**config.mk**
```make
export PLATFORM = sky130hd
export DESIGN_NAME = tagged_frame_ring_buffer_top
export DESIGN_NICKNAME = d
export VERILOG_FILES = /design/src/hw/rtl/tfrb_pkg.sv /design/src/hw/rtl/tfrb_ram.sv /design/src/hw/rtl/tfrb_ctrl.sv /design/src/hw/rtl/tfrb_datapath.sv /design/src/hw/rtl/tagged_frame_ring_buffer_top.sv
export SDC_FILE = /design/constraint.sdc
export NUM_CORES = 1
export LEC_CHECK = 0
export BUFFER_PORTS_ARGS = -buffer_cell sky130_fd_sc_hd__buf_2
export CAP_MARGIN = 10
export CORE_MARGIN = 4
export CORE_UTILIZATION = 57
export DETAILED_ROUTE_END_ITERATION = 7
export GPL_TIMING_DRIVEN = 0
export PLACE_DENSITY_LB_ADDON = 0.15
export SKIP_CTS_REPAIR_TIMING = 1
export SLEW_MARGIN = 20
export SYNTH_ARGS = -nofsm -noshare
export SYNTH_HDL_FRONTEND = slang
export SYNTH_SLANG_ARGS = --single-unit
```
**constraint.sdc**
```tcl
create_clock -name clk -period 5 [get_ports clk]
set_input_delay 1 -clock clk [delete_from_list [all_inputs] [get_ports clk]]
set_output_delay 1 -clock clk [all_outputs]
set_load 0.05 [all_outputs]
```
**src/hw/rtl/tfrb_pkg.sv**
```systemverilog
// ----------------------------------------------------------------------------
// tfrb_pkg
// types and codes shared by the tagged frame ring buffer modules
// ----------------------------------------------------------------------------
package tfrb_pkg;

	// request codes
	localparam logic [1:0] REQ_LOOKUP   = 2'd0;
	localparam logic [1:0] REQ_ALLOC    = 2'd1;
	localparam logic [1:0] REQ_DISPATCH = 2'd2;

	// response status codes
	localparam logic [2:0] ST_FOUND    = 3'd0;
	localparam logic [2:0] ST_CREATED  = 3'd1;
	localparam logic [2:0] ST_NOTFOUND = 3'd2;
	localparam logic [2:0] ST_ALLOC    = 3'd3;
	localparam logic [2:0] ST_DISPATCH = 3'd4;
	localparam logic [2:0] ST_EMPTY    = 3'd5;

	typedef struct packed {
		logic [1:0]  req_type;
		logic [31:0] frame_id;
		logic        create_new;
	} req_word_t;

	typedef struct packed {
		logic [2:0] status;
		logic [3:0] slot_index;
		logic       reclaimed;
		logic [3:0] reclaimed_slot;
		logic [4:0] frames_queued;
	} rsp_word_t;

	typedef enum logic [2:0] {
		S_IDLE,
		S_DECIDE,
		S_LKP,
		S_KEY_A,
		S_KEY_B,
		S_KEY_C,
		S_UNTAG,
		S_COMMIT
	} state_t;

	// controller to datapath
	typedef struct packed {
		logic latch;
		logic scan_clr;
		logic scan_run;
		logic scan_untag;
		logic rd_send;
		logic rd_sent;
		logic cap_a;
		logic cap_b;
		logic commit;
	} cmd_t;

	// datapath to controller
	typedef struct packed {
		logic [1:0] req;
		logic       create;
		logic       hit;
		logic       full;
		logic       empty;
		logic       scan_done;
		logic       out_busy;
	} sts_t;

endpackage

```
**src/hw/rtl/tfrb_ram.sv**
```systemverilog
// ----------------------------------------------------------------------------
// tfrb_ram
// generic one-write one-read RAM with registered read data
// ----------------------------------------------------------------------------
module tfrb_ram #(
	parameter int WIDTH = 32,
	parameter int DEPTH = 16
) (
	input  logic                                   clk,
	input  logic                                   we,
	input  logic [(DEPTH > 1 ? $clog2(DEPTH) : 1)-1:0] waddr,
	input  logic [WIDTH-1:0]                       wdata,
	input  logic [(DEPTH > 1 ? $clog2(DEPTH) : 1)-1:0] raddr,
	output logic [WIDTH-1:0]                       rdata
);

	logic [WIDTH-1:0] mem_q [DEPTH];

	always_ff @(posedge clk) begin
		if (we) begin
			mem_q[waddr] <= wdata;
		end
		rdata <= mem_q[raddr];
	end

endmodule

```
**src/hw/rtl/tfrb_ctrl.sv**
```systemverilog
// ----------------------------------------------------------------------------
// tfrb_ctrl
// request sequencer: scan, key fetch, untag sweep and commit
// ----------------------------------------------------------------------------
module tfrb_ctrl (
	input  logic            clk,
	input  logic            arst_n,
	input  logic            req_valid,
	output logic            req_stall,
	input  tfrb_pkg::sts_t  sts,
	output tfrb_pkg::cmd_t  cmd
);

	tfrb_pkg::state_t state_q, state_d;

	always_ff @(posedge clk or negedge arst_n) begin
		if (!arst_n) begin
			state_q <= tfrb_pkg::S_IDLE;
		end else begin
			state_q <= state_d;
		end
	end

	always_comb begin
		state_d = state_q;
		unique case (state_q)
			tfrb_pkg::S_IDLE: begin
				if (req_valid) state_d = tfrb_pkg::S_DECIDE;
			end
			tfrb_pkg::S_DECIDE: begin
				if (sts.req == tfrb_pkg::REQ_LOOKUP) begin
					state_d = tfrb_pkg::S_LKP;
				end else if (sts.req == tfrb_pkg::REQ_ALLOC) begin
					state_d = sts.full ? tfrb_pkg::S_KEY_A : tfrb_pkg::S_COMMIT;
				end else if (sts.req == tfrb_pkg::REQ_DISPATCH) begin
					state_d = sts.empty ? tfrb_pkg::S_COMMIT : tfrb_pkg::S_KEY_A;
				end else begin
					state_d = tfrb_pkg::S_COMMIT;
				end
			end
			tfrb_pkg::S_LKP: begin
				if (sts.scan_done) begin
					// create on a full ring overwrites the oldest unsent slot first
					if (!sts.hit && sts.create && sts.full) state_d = tfrb_pkg::S_KEY_A;
					else state_d = tfrb_pkg::S_COMMIT;
				end
			end
			tfrb_pkg::S_KEY_A: state_d = tfrb_pkg::S_KEY_B;
			tfrb_pkg::S_KEY_B: state_d = tfrb_pkg::S_KEY_C;
			tfrb_pkg::S_KEY_C: state_d = tfrb_pkg::S_UNTAG;
			tfrb_pkg::S_UNTAG: begin
				if (sts.scan_done) state_d = tfrb_pkg::S_COMMIT;
			end
			tfrb_pkg::S_COMMIT: begin
				if (!sts.out_busy) state_d = tfrb_pkg::S_IDLE;
			end
			default: state_d = tfrb_pkg::S_IDLE;
		endcase
	end

	always_comb begin
		cmd       = '0;
		req_stall = 1'b1;
		unique case (state_q)
			tfrb_pkg::S_IDLE: begin
				req_stall    = 1'b0;
				cmd.latch    = req_valid;
				cmd.scan_clr = req_valid;
			end
			tfrb_pkg::S_DECIDE: ;
			tfrb_pkg::S_LKP: begin
				cmd.scan_run = 1'b1;
			end
			tfrb_pkg::S_KEY_A: begin
				cmd.rd_send = 1'b1;
			end
			tfrb_pkg::S_KEY_B: begin
				cmd.rd_sent = 1'b1;
				cmd.cap_a   = 1'b1;
			end
			tfrb_pkg::S_KEY_C: begin
				cmd.cap_b    = 1'b1;
				cmd.scan_clr = 1'b1;
			end
			tfrb_pkg::S_UNTAG: begin
				cmd.scan_run   = 1'b1;
				cmd.scan_untag = 1'b1;
			end
			tfrb_pkg::S_COMMIT: begin
				cmd.commit = !sts.out_busy;
			end
			default: ;
		endcase
	end

endmodule

```
**src/hw/rtl/tfrb_datapath.sv**
```systemverilog
// ----------------------------------------------------------------------------
// tfrb_datapath
// slot id memory, tag bits, ring pointers, scan pipeline and response register
// ----------------------------------------------------------------------------
module tfrb_datapath #(
	parameter int SLOTS = 16
) (
	input  logic                 clk,
	input  logic                 arst_n,
	input  tfrb_pkg::req_word_t  req,
	input  tfrb_pkg::cmd_t       cmd,
	output tfrb_pkg::sts_t       sts,
	output logic                 rsp_valid,
	input  logic                 rsp_stall,
	output tfrb_pkg::rsp_word_t  rsp
);

	localparam int IW = (SLOTS > 1) ? $clog2(SLOTS) : 1;
	localparam int CW = $clog2(SLOTS + 1);

	function automatic logic [IW-1:0] ring_next(input logic [IW-1:0] p);
		return (p == IW'(SLOTS - 1)) ? '0 : p + 1'b1;
	endfunction

	// latched request
	logic [1:0]  req_q;
	logic [31:0] id_q;
	logic        create_q;

	// ring state
	logic [IW-1:0] free_q, send_q, sent_q;
	logic          sent_v_q;
	logic [CW-1:0] used_q;
	logic          tagged_q  [SLOTS];
	logic          written_q [SLOTS];

	// scan
	logic [CW-1:0] cnt_q;
	logic          cmp_v_s1;
	logic          untag_s1;
	logic [IW-1:0] idx_s1;
	logic          hit_q;
	logic [IW-1:0] hit_idx_q;
	logic [31:0]   key_a_q, key_b_q;

	// memory
	logic [IW-1:0] raddr;
	logic [31:0]   rdata;
	logic          ram_we;

	logic          full;
	logic          use_b;
	logic [31:0]   cmp_val;
	logic          untag_hit;
	logic          scan_issue;

	// commit results
	logic [2:0]    c_status;
	logic [IW-1:0] c_idx;
	logic          c_rec;
	logic [IW-1:0] c_rslot;
	logic [IW-1:0] free_d, send_d, sent_d;
	logic          sent_v_d;
	logic [CW-1:0] used_d;
	logic          take;
	logic          tag_wr;

	logic          rsp_valid_q;
	tfrb_pkg::rsp_word_t rsp_q;

	assign full       = used_q >= CW'(SLOTS);
	assign use_b      = (req_q == tfrb_pkg::REQ_DISPATCH) && sent_v_q;
	assign scan_issue = cmd.scan_run && (cnt_q < CW'(SLOTS));
	assign cmp_val    = written_q[idx_s1] ? rdata : '0;
	assign untag_hit  = (cmp_val == key_a_q) || (use_b && (cmp_val == key_b_q));
	assign ram_we     = cmd.commit && tag_wr;

	always_comb begin
		if (cmd.rd_send) raddr = send_q;
		else if (cmd.rd_sent) raddr = sent_q;
		else raddr = cnt_q[IW-1:0];
	end

	tfrb_ram #(
		.WIDTH (32),
		.DEPTH (SLOTS)
	) u_id_ram (
		.clk   (clk),
		.we    (ram_we),
		.waddr (free_q),
		.wdata (id_q),
		.raddr (raddr),
		.rdata (rdata)
	);

	always_ff @(posedge clk) begin
		if (cmd.latch) begin
			req_q    <= req.req_type;
			id_q     <= req.frame_id;
			create_q <= req.create_new;
		end
		// never-written slots read as id zero
		if (cmd.cap_a) key_a_q <= written_q[send_q] ? rdata : '0;
		if (cmd.cap_b) key_b_q <= written_q[sent_q] ? rdata : '0;
		idx_s1   <= cnt_q[IW-1:0];
		untag_s1 <= cmd.scan_untag;
	end

	always_ff @(posedge clk or negedge arst_n) begin
		if (!arst_n) begin
			cnt_q    <= '0;
			cmp_v_s1 <= 1'b0;
			hit_q    <= 1'b0;
		end else begin
			cmp_v_s1 <= scan_issue;
			if (cmd.scan_clr) cnt_q <= '0;
			else if (scan_issue) cnt_q <= cnt_q + 1'b1;
			if (cmd.latch) begin
				hit_q <= 1'b0;
			end else if (cmp_v_s1 && !untag_s1 && !hit_q && tagged_q[idx_s1]
					&& (cmp_val == id_q)) begin
				// first match wins: lowest index
				hit_q <= 1'b1;
			end
		end
	end

	always_ff @(posedge clk) begin
		if (cmp_v_s1 && !untag_s1 && !hit_q) hit_idx_q <= idx_s1;
	end

	always_comb begin
		c_status = tfrb_pkg::ST_NOTFOUND;
		c_idx    = '0;
		c_rec    = 1'b0;
		c_rslot  = '0;
		free_d   = free_q;
		send_d   = send_q;
		sent_d   = sent_q;
		sent_v_d = sent_v_q;
		used_d   = used_q;
		take     = 1'b0;
		tag_wr   = 1'b0;
		unique case (req_q)
			tfrb_pkg::REQ_LOOKUP: begin
				if (hit_q) begin
					c_status = tfrb_pkg::ST_FOUND;
					c_idx    = hit_idx_q;
				end else if (create_q) begin
					take     = 1'b1;
					tag_wr   = 1'b1;
					c_status = tfrb_pkg::ST_CREATED;
				end
			end
			tfrb_pkg::REQ_ALLOC: begin
				take     = 1'b1;
				c_status = tfrb_pkg::ST_ALLOC;
			end
			tfrb_pkg::REQ_DISPATCH: begin
				if (used_q == '0) begin
					c_status = tfrb_pkg::ST_EMPTY;
				end else begin
					c_idx = send_q;
					if (sent_v_q) begin
						c_rec   = 1'b1;
						c_rslot = sent_q;
						used_d  = used_q - 1'b1;
					end
					sent_d   = send_q;
					sent_v_d = 1'b1;
					send_d   = ring_next(send_q);
					c_status = tfrb_pkg::ST_DISPATCH;
				end
			end
			default: ;
		endcase
		if (take) begin
			c_idx = free_q;
			if (full) begin
				c_rec   = 1'b1;
				c_rslot = send_q;
				send_d  = ring_next(send_q);
			end else begin
				used_d = used_q + 1'b1;
			end
			free_d = ring_next(free_q);
		end
	end

	always_ff @(posedge clk or negedge arst_n) begin
		if (!arst_n) begin
			free_q   <= '0;
			send_q   <= '0;
			sent_q   <= '0;
			sent_v_q <= 1'b0;
			used_q   <= '0;
			for (int i = 0; i < SLOTS; i++) begin
				tagged_q[i]  <= 1'b0;
				written_q[i] <= 1'b0;
			end
		end else begin
			if (cmd.commit) begin
				free_q   <= free_d;
				send_q   <= send_d;
				sent_q   <= sent_d;
				sent_v_q <= sent_v_d;
				used_q   <= used_d;
			end
			for (int i = 0; i < SLOTS; i++) begin
				if (ram_we && (free_q == IW'(i))) begin
					tagged_q[i]  <= 1'b1;
					written_q[i] <= 1'b1;
				end else if (cmp_v_s1 && untag_s1 && (idx_s1 == IW'(i)) && untag_hit) begin
					tagged_q[i] <= 1'b0;
				end
			end
		end
	end

	// response register
	always_ff @(posedge clk or negedge arst_n) begin
		if (!arst_n) begin
			rsp_valid_q <= 1'b0;
		end else if (cmd.commit) begin
			rsp_valid_q <= 1'b1;
		end else if (!rsp_stall) begin
			rsp_valid_q <= 1'b0;
		end
	end

	always_ff @(posedge clk) begin
		if (cmd.commit) begin
			rsp_q.status         <= c_status;
			rsp_q.slot_index     <= 4'(c_idx);
			rsp_q.reclaimed      <= c_rec;
			rsp_q.reclaimed_slot <= 4'(c_rslot);
			rsp_q.frames_queued  <= 5'(used_d);
		end
	end

	assign rsp_valid = rsp_valid_q;
	assign rsp       = rsp_q;

	assign sts.req       = req_q;
	assign sts.create    = create_q;
	assign sts.hit       = hit_q;
	assign sts.full      = full;
	assign sts.empty     = (used_q == '0);
	assign sts.scan_done = (cnt_q == CW'(SLOTS)) && !cmp_v_s1;
	assign sts.out_busy  = rsp_valid_q && rsp_stall;

endmodule

```
**src/hw/rtl/tagged_frame_ring_buffer_top.sv**
```systemverilog
// ----------------------------------------------------------------------------
// tagged_frame_ring_buffer_top
// ring of frame slots with id tags: lookup or create, allocate, dispatch
// ----------------------------------------------------------------------------
// One request word is taken at a time and answered with one response word.
// Slot ids live in a single-port-read RAM, so every search over the slots
// walks it one slot per cycle. An allocate that does not overwrite, a dispatch
// on an empty ring or an unused request code is answered without a walk over
// the slots; a lookup scans the ring; a dispatch, or an allocate on a full
// ring, fetches the ids to release and sweeps the ring to drop their tags; a
// create on a full ring does both walks. The next request is accepted in the
// cycle after the response is written. The response sits in an output
// register, so the next request is accepted while a response is still
// waiting to be taken; that request's response is held back for as long as
// the earlier one stays stalled.
module tagged_frame_ring_buffer_top #(
	parameter int SLOTS = 16
) (
	input  logic                 clk,
	input  logic                 arst_n,
	input  logic                 req_valid,
	output logic                 req_stall,
	input  tfrb_pkg::req_word_t  req,
	output logic                 rsp_valid,
	input  logic                 rsp_stall,
	output tfrb_pkg::rsp_word_t  rsp
);

	tfrb_pkg::cmd_t cmd;
	tfrb_pkg::sts_t sts;

	tfrb_ctrl u_ctrl (
		.clk       (clk),
		.arst_n    (arst_n),
		.req_valid (req_valid),
		.req_stall (req_stall),
		.sts       (sts),
		.cmd       (cmd)
	);

	tfrb_datapath #(
		.SLOTS (SLOTS)
	) u_dp (
		.clk       (clk),
		.arst_n    (arst_n),
		.req       (req),
		.cmd       (cmd),
		.sts       (sts),
		.rsp_valid (rsp_valid),
		.rsp_stall (rsp_stall),
		.rsp       (rsp)
	);

endmodule

```
**Yosys cells after proc, flatten, opt, wreduce, memory -nomap -nowiden**

Memories as Yosys holds them, arrays and structs flattened. A register that Yosys moved wholly into a read port is not among the register bits.
Index checks and enable logic that the tools add are counted.

- Memories: 1
- Register bits after elaboration: 186
- Bits of input ports: 39
- Output and inout bits: 19
- Memory bits (writable): 512
- Logic and storage cells: 320

- Mux-type cells: 108
- Reductions and logical operators: 93
- Bitwise gates (word level): 4
- Equal/unequal tests: 49
- Order comparisons: 5
- Add/sub/neg operators: 5

Memory list:

| name | words | width | read ports | clocked after Yosys merged registers in | wr ports | line | text |
|---|---|---|---|---|---|---|---|
| u_dp.u_id_ram.mem_q | 16 | 32 | 1 | 1 | 1 | tfrb_ram.sv:17 | `logic [WIDTH-1:0] mem_q [DEPTH];` |

Operators with widths:

| operator | number |
|---|---|
| == test 32 bit | 3 |
| == test 4 bit, second input constant | 17 |
| two-way mux 4 bit | 16 |
| two-way mux 1 bit | 62 |
| logical AND 1 bit | 61 |
| nonzero test 2 bit | 18 |
| two-way mux 5 bit | 7 |
| two-way mux 3 bit | 11 |
| == test 4 x 3 -> 1 bit, second input constant | 8 |
| two-way mux 32 bit | 1 |
| case mux 3 bit (8 select lines) | 1 |
| >= comparator 5 bit, second input constant | 4 |
| binary-select mux 1 bit (select 4 bit) | 4 |
| == test 4 x 2 -> 1 bit, second input constant | 4 |
| inverter 4 -> 5 bit | 3 |
| == test 3 bit, second input constant | 4 |
| adder 5 x 1 -> 5 bit, second input constant | 2 |
| case mux 3 bit (3 select lines) | 1 |
| adder 4 x 1 -> 4 bit, second input constant | 2 |
| == test 4 x 1 -> 1 bit, second input constant | 2 |
| zero test 4 bit | 2 |
| != test 2 bit, second input constant | 4 |
| case mux 4 bit (2 select lines) | 1 |
| == test 3 x 2 -> 1 bit, second input constant | 2 |
| other kinds (19) | 24 |

**Depth between registers and ports, before layout**

Gate-level depths: netlist of run 1.

- Depth in word-level cells: 11
- Gate-level depth with buffers: 14
- Depth with buffers taken out: 10

**Cells and area by module**

Synthesis of run 1 repeated with hierarchy kept, for this count alone.

- Cell total of the unflattened synthesis: 1823
- Area total of the unflattened synthesis: 30185.2 um^2

Modules (own cells, without submodules):

| module | cells each | instances | area each (um^2) | sequential area each (um^2) |
|---|---|---|---|---|
| tfrb_ram | 838 | 1 | 19835.3 | 16015.4 |
| tfrb_datapath | 949 | 1 | 10057.1 | 5154.9 |
| tfrb_ctrl | 36 | 1 | 292.8 | 75.1 |

**Worst setup path before layout of run 1**

No wires, ideal clock.

- Kind: input port to flip-flop
- Start: input rsp_stall
- End: memory u_dp.u_id_ram.mem_q[15][0], enable pin
- Cell stages on the path: 4
- Required time: 4.575 ns
- Arrival time: 3.612 ns
- Setup time: 0.425 ns
- Slack: 0.963 ns
- Path buffers: 1
- Cells stage by stage: a21oi_1 > clkbuf_1 > nand4_1 > nor2_1

RTL lines:

| element | line | text |
|---|---|---|
| start, declared | tagged_frame_ring_buffer_top.sv:25 | `input logic rsp_stall,` |
| end, declared | tfrb_ram.sv:17 |  |

**Worst setup path after layout of run 1**

- Start: register u_ctrl.state_q[0]
- End: register u_dp.u_id_ram.rdata[8], read port of u_dp.u_id_ram.mem_q

- Longest elaborated chain between the ends: 4
- Elaborated cells on any way between the ends: 6
- Those cells by class: eq/ne: 2; mux: 4

Ends and longest elaborated chain:

| element | line | text |
|---|---|---|
| start, declared | tfrb_ctrl.sv:14 | `tfrb_pkg::state_t state_q, state_d;` |
| start signal, assigned | tfrb_ctrl.sv:18 | `state_q <= tfrb_pkg::S_IDLE;` |
| start signal, assigned | tfrb_ctrl.sv:20 | `state_q <= state_d;` |
| == test 3 bit | tfrb_ctrl.sv:64 | `unique case (state_q)` |
| two-way mux 2 bit | tfrb_ctrl.sv:64 |  |
| two-way mux 4 bit | tfrb_datapath.sv:80 | `else if (cmd.rd_sent) raddr = sent_q;` |
| two-way mux 4 bit * | tfrb_datapath.sv:79 | `if (cmd.rd_send) raddr = send_q;` |
| end, declared | tfrb_ram.sv:14 | `output logic [WIDTH-1:0] rdata` |

Mark *: on every way between the ends. The rest lies on a longest branch, timed or not.
A chain may end at the register's enable or synchronous reset.

==> results of run 1 <==
==> worst paths after layout <==
path                                                   to  cells past startpoint
min in group asynchronous      u_dp.rsp_valid$_DFFE_PN0P_                      1
max                        u_dp.u_id_ram.rdata[8]$_DFF_P_                     13
max reg2reg                u_dp.u_id_ram.rdata[8]$_DFF_P_                     13
max in group asynchronous  u_dp.written_q[11]$_DFFE_PN0P_                      1
min reg2reg                   u_dp.hit_idx_q[2]$_DFFE_PP_                      0
min                           u_dp.hit_idx_q[2]$_DFFE_PP_                      0
==> sequential cells by signal, indices dropped and copies added, names as in the netlist, 2 cells and up <==
name	cells
u_dp.free_q	4
u_dp.req_q	2
u_dp.sent_q	4
u_dp.tagged_q	16
u_dp.hit_idx_q	4
u_dp.rsp	17
u_dp.u_id_ram.mem_q	512
u_dp.id_q	32
u_dp.cnt_q	5
u_ctrl.state_q	3
u_dp.idx_s1	4
u_dp.u_id_ram.rdata	32
u_dp.send_q	4
u_dp.written_q	16
u_dp.used_q	5
u_dp.key_a_q	32
u_dp.key_b_q	32
==> kinds of logic after synthesis <==
| family | Yosys count | share of synthesized area |
|---|---|---|
| multiplexers | 286 | 0.105 |
| AND/OR/NAND/NOR | 480 | 0.0759 |
| AO/OA/AOI/OAI | 421 | 0.0895 |
| flip-flops | 730 | 0.688 |
| adder cells (fa/ha/maj) | 14 | 0.00567 |
| XOR/XNOR | 42 | 0.0119 |
| buffers and inverters | 190 | 0.0248 |
==> placed cells by master, fill, tap and decap left out, types with 41 or more instances in the layout <==
cell                        count
sky130_fd_sc_hd__o21ai_0       94
sky130_fd_sc_hd__inv_1         41
sky130_fd_sc_hd__buf_2         80
sky130_fd_sc_hd__nor2_1       142
sky130_fd_sc_hd__dfrtp_1       61
sky130_fd_sc_hd__a21oi_1       82
sky130_fd_sc_hd__mux2i_1      134
sky130_fd_sc_hd__a31oi_1       42
sky130_fd_sc_hd__clkbuf_1      99
sky130_fd_sc_hd__mux2_2       136
sky130_fd_sc_hd__clkbuf_16     79
sky130_fd_sc_hd__and2_1        70
sky130_fd_sc_hd__nand2_1      131
sky130_fd_sc_hd__edfxtp_1     632
sky130_fd_sc_hd__a211oi_1      98
==> worst reg2reg max path, stage by stage (launching register included) <==
cell and delay, ps:
sky130_fd_sc_hd__dfrtp_1 390, sky130_fd_sc_hd__inv_1 100, sky130_fd_sc_hd__ha_1 220, sky130_fd_sc_hd__and2_1 130, sky130_fd_sc_hd__clkbuf_2 250, sky130_fd_sc_hd__a222oi_1 720
sky130_fd_sc_hd__clkbuf_1 330, sky130_fd_sc_hd__clkbuf_1 620, sky130_fd_sc_hd__clkbuf_2 460, sky130_fd_sc_hd__buf_2 470, sky130_fd_sc_hd__mux2i_1 150, sky130_fd_sc_hd__o21ai_0 300
sky130_fd_sc_hd__a21oi_1 160, sky130_fd_sc_hd__a21oi_1 380
==> routing by layer <==
metal / GRT usage / up-vias / routed length, um / share of wire
met2: 0.436 / 882 / 37400 / 0.47
met1: 0.397 / 9703 / 33400 / 0.42
met5: 0 / - / 0 / 0
met3: 0.0419 / 160 / 6380 / 0.080
met4: 0.0862 / 0 / 2340 / 0.029
li1: - / 8574 / - / -
==> where the power goes <==
| part | switching, mW | internal [mW] |
|---|---|---|
| Combinational | 3.62 | 1.83 |
| Sequential | 0.623 | 7.29 |
| Clock | 2.34 | 3.21 |
| Total | 6.58 | 12.3 |
==> area by class of cell <==
type,instances,area [um^2]
flip-flops and latches,730,21200
fillers,3888,18800
multi-input cells,1243,8900
clock buffers,101,2080
well taps,696,871
repair buffers,77,681
plain buffers,134,563
clock inverters,38,364
inverters,56,210
==> metrics by stage <==
stage | power (mW) | instance area, um^2 | hold WS, ps | setup WS [ps] | util
floorplan | 11.3 | 30900 | 403 | 963 | -
global placement | 13.2 | 32100 | 415 | -916 | 0.597
detailed placement | 13.4 | 32500 | 433 | 79.0 | 0.604
CTS | 18.9 | 34900 | 440 | -4.24 | 0.650
global route | 19.7 | 34900 | 444 | 119 | 0.650
finish | 18.9 | 34900 | 431 | 177 | 0.650
==> out/summary.log, run 1 <==
qor: timing.report.final.slew_viol_count 0
qor: synthesis.post-synth-top-area-fraction 0.614
qor: place.placedCellCount 2936
qor: synthesis.syn_area 30900 um^2
qor: timing.hold_viol_final 0
qor: route.detail_route.drc_violations 0
qor: global_route.vias_in_the_first_global_route 19000
qor: timing.clock.fmax 0.207 GHz
qor: floorplan.pin_count 58
qor: worst_setup_path.crit_path_top_delay_cell sky130_fd_sc_hd__a222oi_1
qor: worst_setup_path.critical_path_at 5300 ps
qor: power.power.leakage 12.7 nW
qor: worst_setup_path.critical_path.n_buffers_inverters 6
qor: route.detailed_route_wire_length 79500 um
qor: hold_path.hp-class register to register
qor: global_route.grt_antenna_before_repair 0
qor: run.max_cap_violations 0
qor: clock_network.cts-htree-levels 3
qor: route.detail_route.iter0.violations 2042
qor: floorplan.die_height 241 um
qor: synthesis.dominantRegCellSynth sky130_fd_sc_hd__edfxtp_1
qor: timing.period_needed 4820 ps
qor: power.power_density 541 nW/um^2
qor: power.vdd_drop_max 0.302 mV
qor: worst_setup_path.worstSetupStartpoint u_ctrl.state_q[0]$_DFFE_PN0P_
qor: clock_network.clkSlewWorstSetupHoldPaths 60 ps
qor: synthesis.cell_count_after_synthesis 2163
qor: synthesis.ys_types 68
qor: clock_network.clockRootBuffer sky130_fd_sc_hd__clkbuf_16
qor: timing.tns 0 ps
qor: run_status.status completed
qor: floorplan.fp.coreArea 53700 um^2
qor: finish.number_of_diodes 0
qor: route.first_pass_iters 6
qor: place.detailedPlacementHpwl 54300 um
qor: global_route.grt.overflow.total 0
qor: timing.timing.slew.headroom 0.325
qor: worst_setup_path.worst_ep_required_time 5480 ps
qor: route.drtAntennaViolNets 0
qor: finish.share_of_final_layout_standard_cells_stronger_than_drive_strength_1 0.170
qor: worst_setup_path.critical-path-max-stage-delay 720 ps
qor: timing.min_period_over_period 0.965
qor: worst_setup_path.startpoint_type register
qor: finish.final_cells 3075
qor: synthesis.synth_most_common_cell sky130_fd_sc_hd__edfxtp_1
qor: timing.finalSetupViolCount 0
qor: synthesis.post_synth.cell_area_avg 14.3 um^2
qor: synthesis.synth_async_sr_flop_share 0.0836
qor: worst_setup_path.path_class register to register
qor: synthesis.number_of_flops_mapped_to_enable_cells_by_yosys 632
qor: synthesis.synth_nets 2216
qor: clock_network.worst_skew_pair_latency 620 ps
qor: place.port-buffer-count 57
qor: worst_setup_path.largest_fanout_on_the_critical_path 13
qor: synthesis.yosysWarnings 0
qor: global_route.gr-usage-all-layers 0.274
qor: finish.area_growth_syn_to_layout 13.0%
qor: worst_setup_path.kind_of_end_point_of_the_critical_path register
qor: floorplan.die-area 58000 um^2
qor: route.routedWlPerCell 25.9 um
qor: hold_path.worst_hold_startpoint u_dp.idx_s1[2]$_DFF_P_
qor: synthesis.yosysSeqAreaShare 0.688
qor: route.route.vias.total 19300
qor: clock_network.cts_tree built
qor: global_route.grt_pass1_wl 118000 um
qor: worst_setup_path.reg2reg_from u_ctrl.state_q[0]$_DFFE_PN0P_
qor: worst_setup_path.crit_chain inv_1 > ha_1 > and2_1 > clkbuf_2 > a222oi_1 > clkbuf_1 > clkbuf_1 > clkbuf_2 > buf_2 > mux2i_1 > o21ai_0 > a21oi_1 > a21oi_1
qor: finish.design.final.nets 2371
qor: synthesis.synth_seq_cells 730
qor: clock_network.clock_tree.buffer_depth 3
qor: route.drt-vias-per-instance 6.28
qor: global_route.grt_start_max_net_pins 62
qor: timing.tightestPinTransition 1010 ps
qor: timing.rsz_0062_raised_after_global_routing false
qor: worst_setup_path.worst-r2r-setup-slack 180 ps
qor: clock_network.numCtsBuffers 76
qor: synthesis.post-synth-top-area-cell sky130_fd_sc_hd__edfxtp_1
qor: place.routabilityCongestion 0.923
qor: floorplan.initial_core_util 0.575
qor: worst_setup_path.timing.critical_path.max_delay_family buffers and inverters
qor: floorplan.die_width 241 um
qor: synthesis.netlist_top_cells_area sky130_fd_sc_hd__edfxtp_1 61%, sky130_fd_sc_hd__mux2_2 5.0%, sky130_fd_sc_hd__dfrtp_1 4.9%, sky130_fd_sc_hd__mux2i_1 4.3%, sky130_fd_sc_hd__dfxtp_1 2.4%
qor: synthesis.synth_cell_count_leaders 632 x sky130_fd_sc_hd__edfxtp_1, 143 x sky130_fd_sc_hd__nor2_1, 136 x sky130_fd_sc_hd__mux2_2, 134 x sky130_fd_sc_hd__mux2i_1, 131 x sky130_fd_sc_hd__nand2_1
qor: floorplan.fp-row-count 85
qor: clock_network.numClockSinks 730
qor: timing.clock-skew-final 19.0 ps
No activity file was read; power rests on OpenSTA's default activity.
==> inputs of run 2 (changes only) <==
--- a/config.mk
+++ b/config.mk
@@ -9,9 +9,11 @@
 export CAP_MARGIN = 10
 export CORE_MARGIN = 4
 export CORE_UTILIZATION = 57
+export CTS_CLUSTER_SIZE = 20
 export DETAILED_ROUTE_END_ITERATION = 7
-export GPL_TIMING_DRIVEN = 0
+export GPL_TIMING_DRIVEN = 1
 export PLACE_DENSITY_LB_ADDON = 0.15
+export RECOVER_POWER = 25
 export SKIP_CTS_REPAIR_TIMING = 1
 export SLEW_MARGIN = 20
 export SYNTH_ARGS = -nofsm -noshare
==> run 2 against run 1 <==
Critical path depth fell by 3. Via count down 3.6%. Final cell count is 3.3% lower. Sequential share of layout area is 0.75 points higher. Non-clock buffer count down 101. Largest power group unchanged. Register-to-register slack improved by 810 ps. Core utilization shrank 0.80 points. Worst hold slack gained 75 ps. Worst setup slack gained 810 ps. Critical endpoint is now u_dp.tagged_q[14]$_DFFE_PN0P_. Clock power hardly changed. Critical path type unchanged.
==> out/summary.log, run 2 (same netlist as run 1, synthesis figures left out) <==
qor: timing.report.final.slew_viol_count 0
qor: global_route.grt.overflow.total 0
qor: place.routabilityCongestion 0.919
qor: timing.period_needed 4010 ps
qor: global_route.global_route.peak_usage_layer met2
qor: timing.tightestPinTransition 1060 ps
qor: finish.top_register u_dp.u_id_ram.mem_q
qor: timing.clock.fmax 0.249 GHz
qor: global_route.grt_antenna_before_repair 2
qor: finish.regArea 21200 um^2
qor: clock_network.clockRootBuffer sky130_fd_sc_hd__clkbuf_16
qor: floorplan.die_width 241 um
qor: global_route.grt_util_met3 0.0456
qor: clock_network.cts-htree-levels 3
qor: route.drtAntennaViolNets 0
qor: timing.hold_viol_final 0
qor: timing.hold-worst-slack 506 ps
qor: route.route.vias.total 18600
qor: timing.rsz_0062_raised_after_global_routing false
qor: timing.finalSetupViolCount 0
qor: power.clock_power_share 0.303
qor: floorplan.die-area 58000 um^2
qor: power.switching_fraction_of_total_power 0.328
qor: worst_setup_path.largest_fanout_on_the_critical_path 29
qor: finish.layout.cells.most_common sky130_fd_sc_hd__edfxtp_1
qor: route.first_pass_iters 5
qor: floorplan.die_height 241 um
qor: finish.share_of_final_layout_standard_cells_stronger_than_drive_strength_1 0.170
qor: clock_network.cts_tree built
qor: power.vdd_drop_max 0.394 mV
qor: run.max_cap_violations 0
qor: floorplan.pin_count 58
qor: power.power_density 529 nW/um^2
qor: route.detailed_route_wire_length 77700 um
qor: finish.most_used_cells_in_the_layout_excluding_fill_and_tap_cells 632 x sky130_fd_sc_hd__edfxtp_1, 142 x sky130_fd_sc_hd__nor2_1, 136 x sky130_fd_sc_hd__mux2_2
qor: clock_network.clock_tree.buffer_depth 3
qor: floorplan.fp-row-count 85
qor: power.power.leakage 12.6 nW
qor: finish.final_area 34500 um^2
qor: clock_network.numClockSinks 730
qor: global_route.grt_pass1_wl 114000 um
qor: global_route.use_met2 0.433
qor: floorplan.fp.coreArea 53700 um^2
qor: finish.fillers 3883
qor: power.power.sequential.fraction 0.453
qor: power.netSwitchingPower 5.99 mW
qor: worst_setup_path.worst_ep_required_time 5460 ps
qor: finish.largest_register_ff_count 512
qor: power.part_of_the_power_in_combinational_logic 0.245
qor: floorplan.initial_core_util 0.575
qor: power.finalPower 18.2 mW
qor: global_route.vias_in_the_first_global_route 18100
qor: worst_setup_path.startpoint_type register
qor: finish.multi_input_comb_area 8900 um^2
qor: worst_setup_path.path_class register to register
qor: clock_network.worst_skew_pair_latency 610 ps
qor: finish.area_growth_syn_to_layout 11.6%
qor: worst_setup_path.critical_path_at 4470 ps
qor: global_route.grt_start_max_net_pins 129
qor: finish.design.final.nets 2268
qor: timing.min_period_over_period 0.802
qor: timing.clock-skew-final 17.1 ps
qor: route.drt-vias-per-instance 6.26
qor: worst_setup_path.kind_of_end_point_of_the_critical_path register
qor: route.routedWlPerCell 26.1 um
qor: clock_network.clkSlewWorstSetupHoldPaths 60 ps
qor: timing.timing.slew.headroom 0.292
qor: place.detailedPlacementHpwl 46700 um
qor: finish.number_of_diodes 0
qor: clock_network.numCtsBuffers 74
qor: timing.tns 0 ps
qor: run_status.status completed
qor: global_route.gr-usage-all-layers 0.267
qor: place.post_dp_cell_area 32100 um^2
qor: hold_path.hp-class register to register
qor: power.cell_internal_pwr 12.3 mW
qor: global_route.grt_util_met1 0.378
qor: route.detail_route.iter0.violations 1731
qor: place.port-buffer-count 57
qor: route.detail_route.drc_violations 0
-- run 2: changes by cell type in the layout (fill, tap and decap cells not counted), sizes merged --
cell,before,now
bufinv,5,7
buf,127,100
clkbuf,185,108
inv,59,60
clkinvlp,3,2
-- run 2: final cells by class --
class	count	share of cell area
multi-input cells	1243	0.258
repair buffers	110	0.0244
clock buffers	98	0.0584
well taps	696	0.0253
clock inverters	40	0.0116
flip-flops and latches	730	0.616
inverters	56	0.00610
-- run 2: power groups by stage --
stage          Combinational (mW)  Sequential (mW)  Clock (mW)
4_1_cts                      4.45             8.23        5.59
6_report                     4.46             8.26        5.52
3_5_place_dp                 4.42             8.35           0
5_1_grt                      4.89             8.30        5.86
2_1_floorplan                3.49             7.84           0
3_3_place_gp                 4.37             8.33           0
-- run 2: worst max-delay path, stage by stage, from the launching register on --
cell and delay (ps):
sky130_fd_sc_hd__dfxtp_1 550, sky130_fd_sc_hd__mux4_2 380, sky130_fd_sc_hd__and2_4 190, sky130_fd_sc_hd__nor3b_4 630, sky130_fd_sc_hd__buf_4 450, sky130_fd_sc_hd__nor3_1 110, sky130_fd_sc_hd__o32ai_1 240, sky130_fd_sc_hd__o2111a_1 230
sky130_fd_sc_hd__nand4_1 260, sky130_fd_sc_hd__o31ai_1 660, sky130_fd_sc_hd__a31oi_1 160
-- run 2: layer usage --
layer	vias to the layer above	wire length [um]
li1	8367	-
met1	9428	33600
met2	663	37000
met3	156	4820
met4	0	2380
met5	-	0
-- run 2: through the flow --
step,util,cells,setup WS (ps)
floorplan,-,2163,963
global placement,0.597,2835,1180
detailed placement,0.597,2835,1070
CTS,0.642,2973,1070
global route,0.642,2973,676
finish,0.642,2973,991
-- run 2: path summary, 6_finish.rpt --
kind / startpoint / end / slack (ps) / cells after the start
worst max-delay path: u_dp.idx_s1[3]$_DFF_P_ / u_dp.tagged_q[14]$_DFFE_PN0P_ / 990 / 10
worst max register to register: u_dp.idx_s1[3]$_DFF_P_ / u_dp.tagged_q[14]$_DFFE_PN0P_ / 990 / 10
worst min register to register: u_dp.cnt_q[1]$_DFFE_PN0P_ / u_dp.idx_s1[1]$_DFF_P_ / 510 / 0
worst min-delay path: u_dp.cnt_q[1]$_DFFE_PN0P_ / u_dp.idx_s1[1]$_DFF_P_ / 510 / 0
min in group asynchronous: arst_n / u_dp.rsp_valid$_DFFE_PN0P_ / 560 / 2
max in group asynchronous: arst_n / u_dp.tagged_q[11]$_DFFE_PN0P_ / 3900 / 2
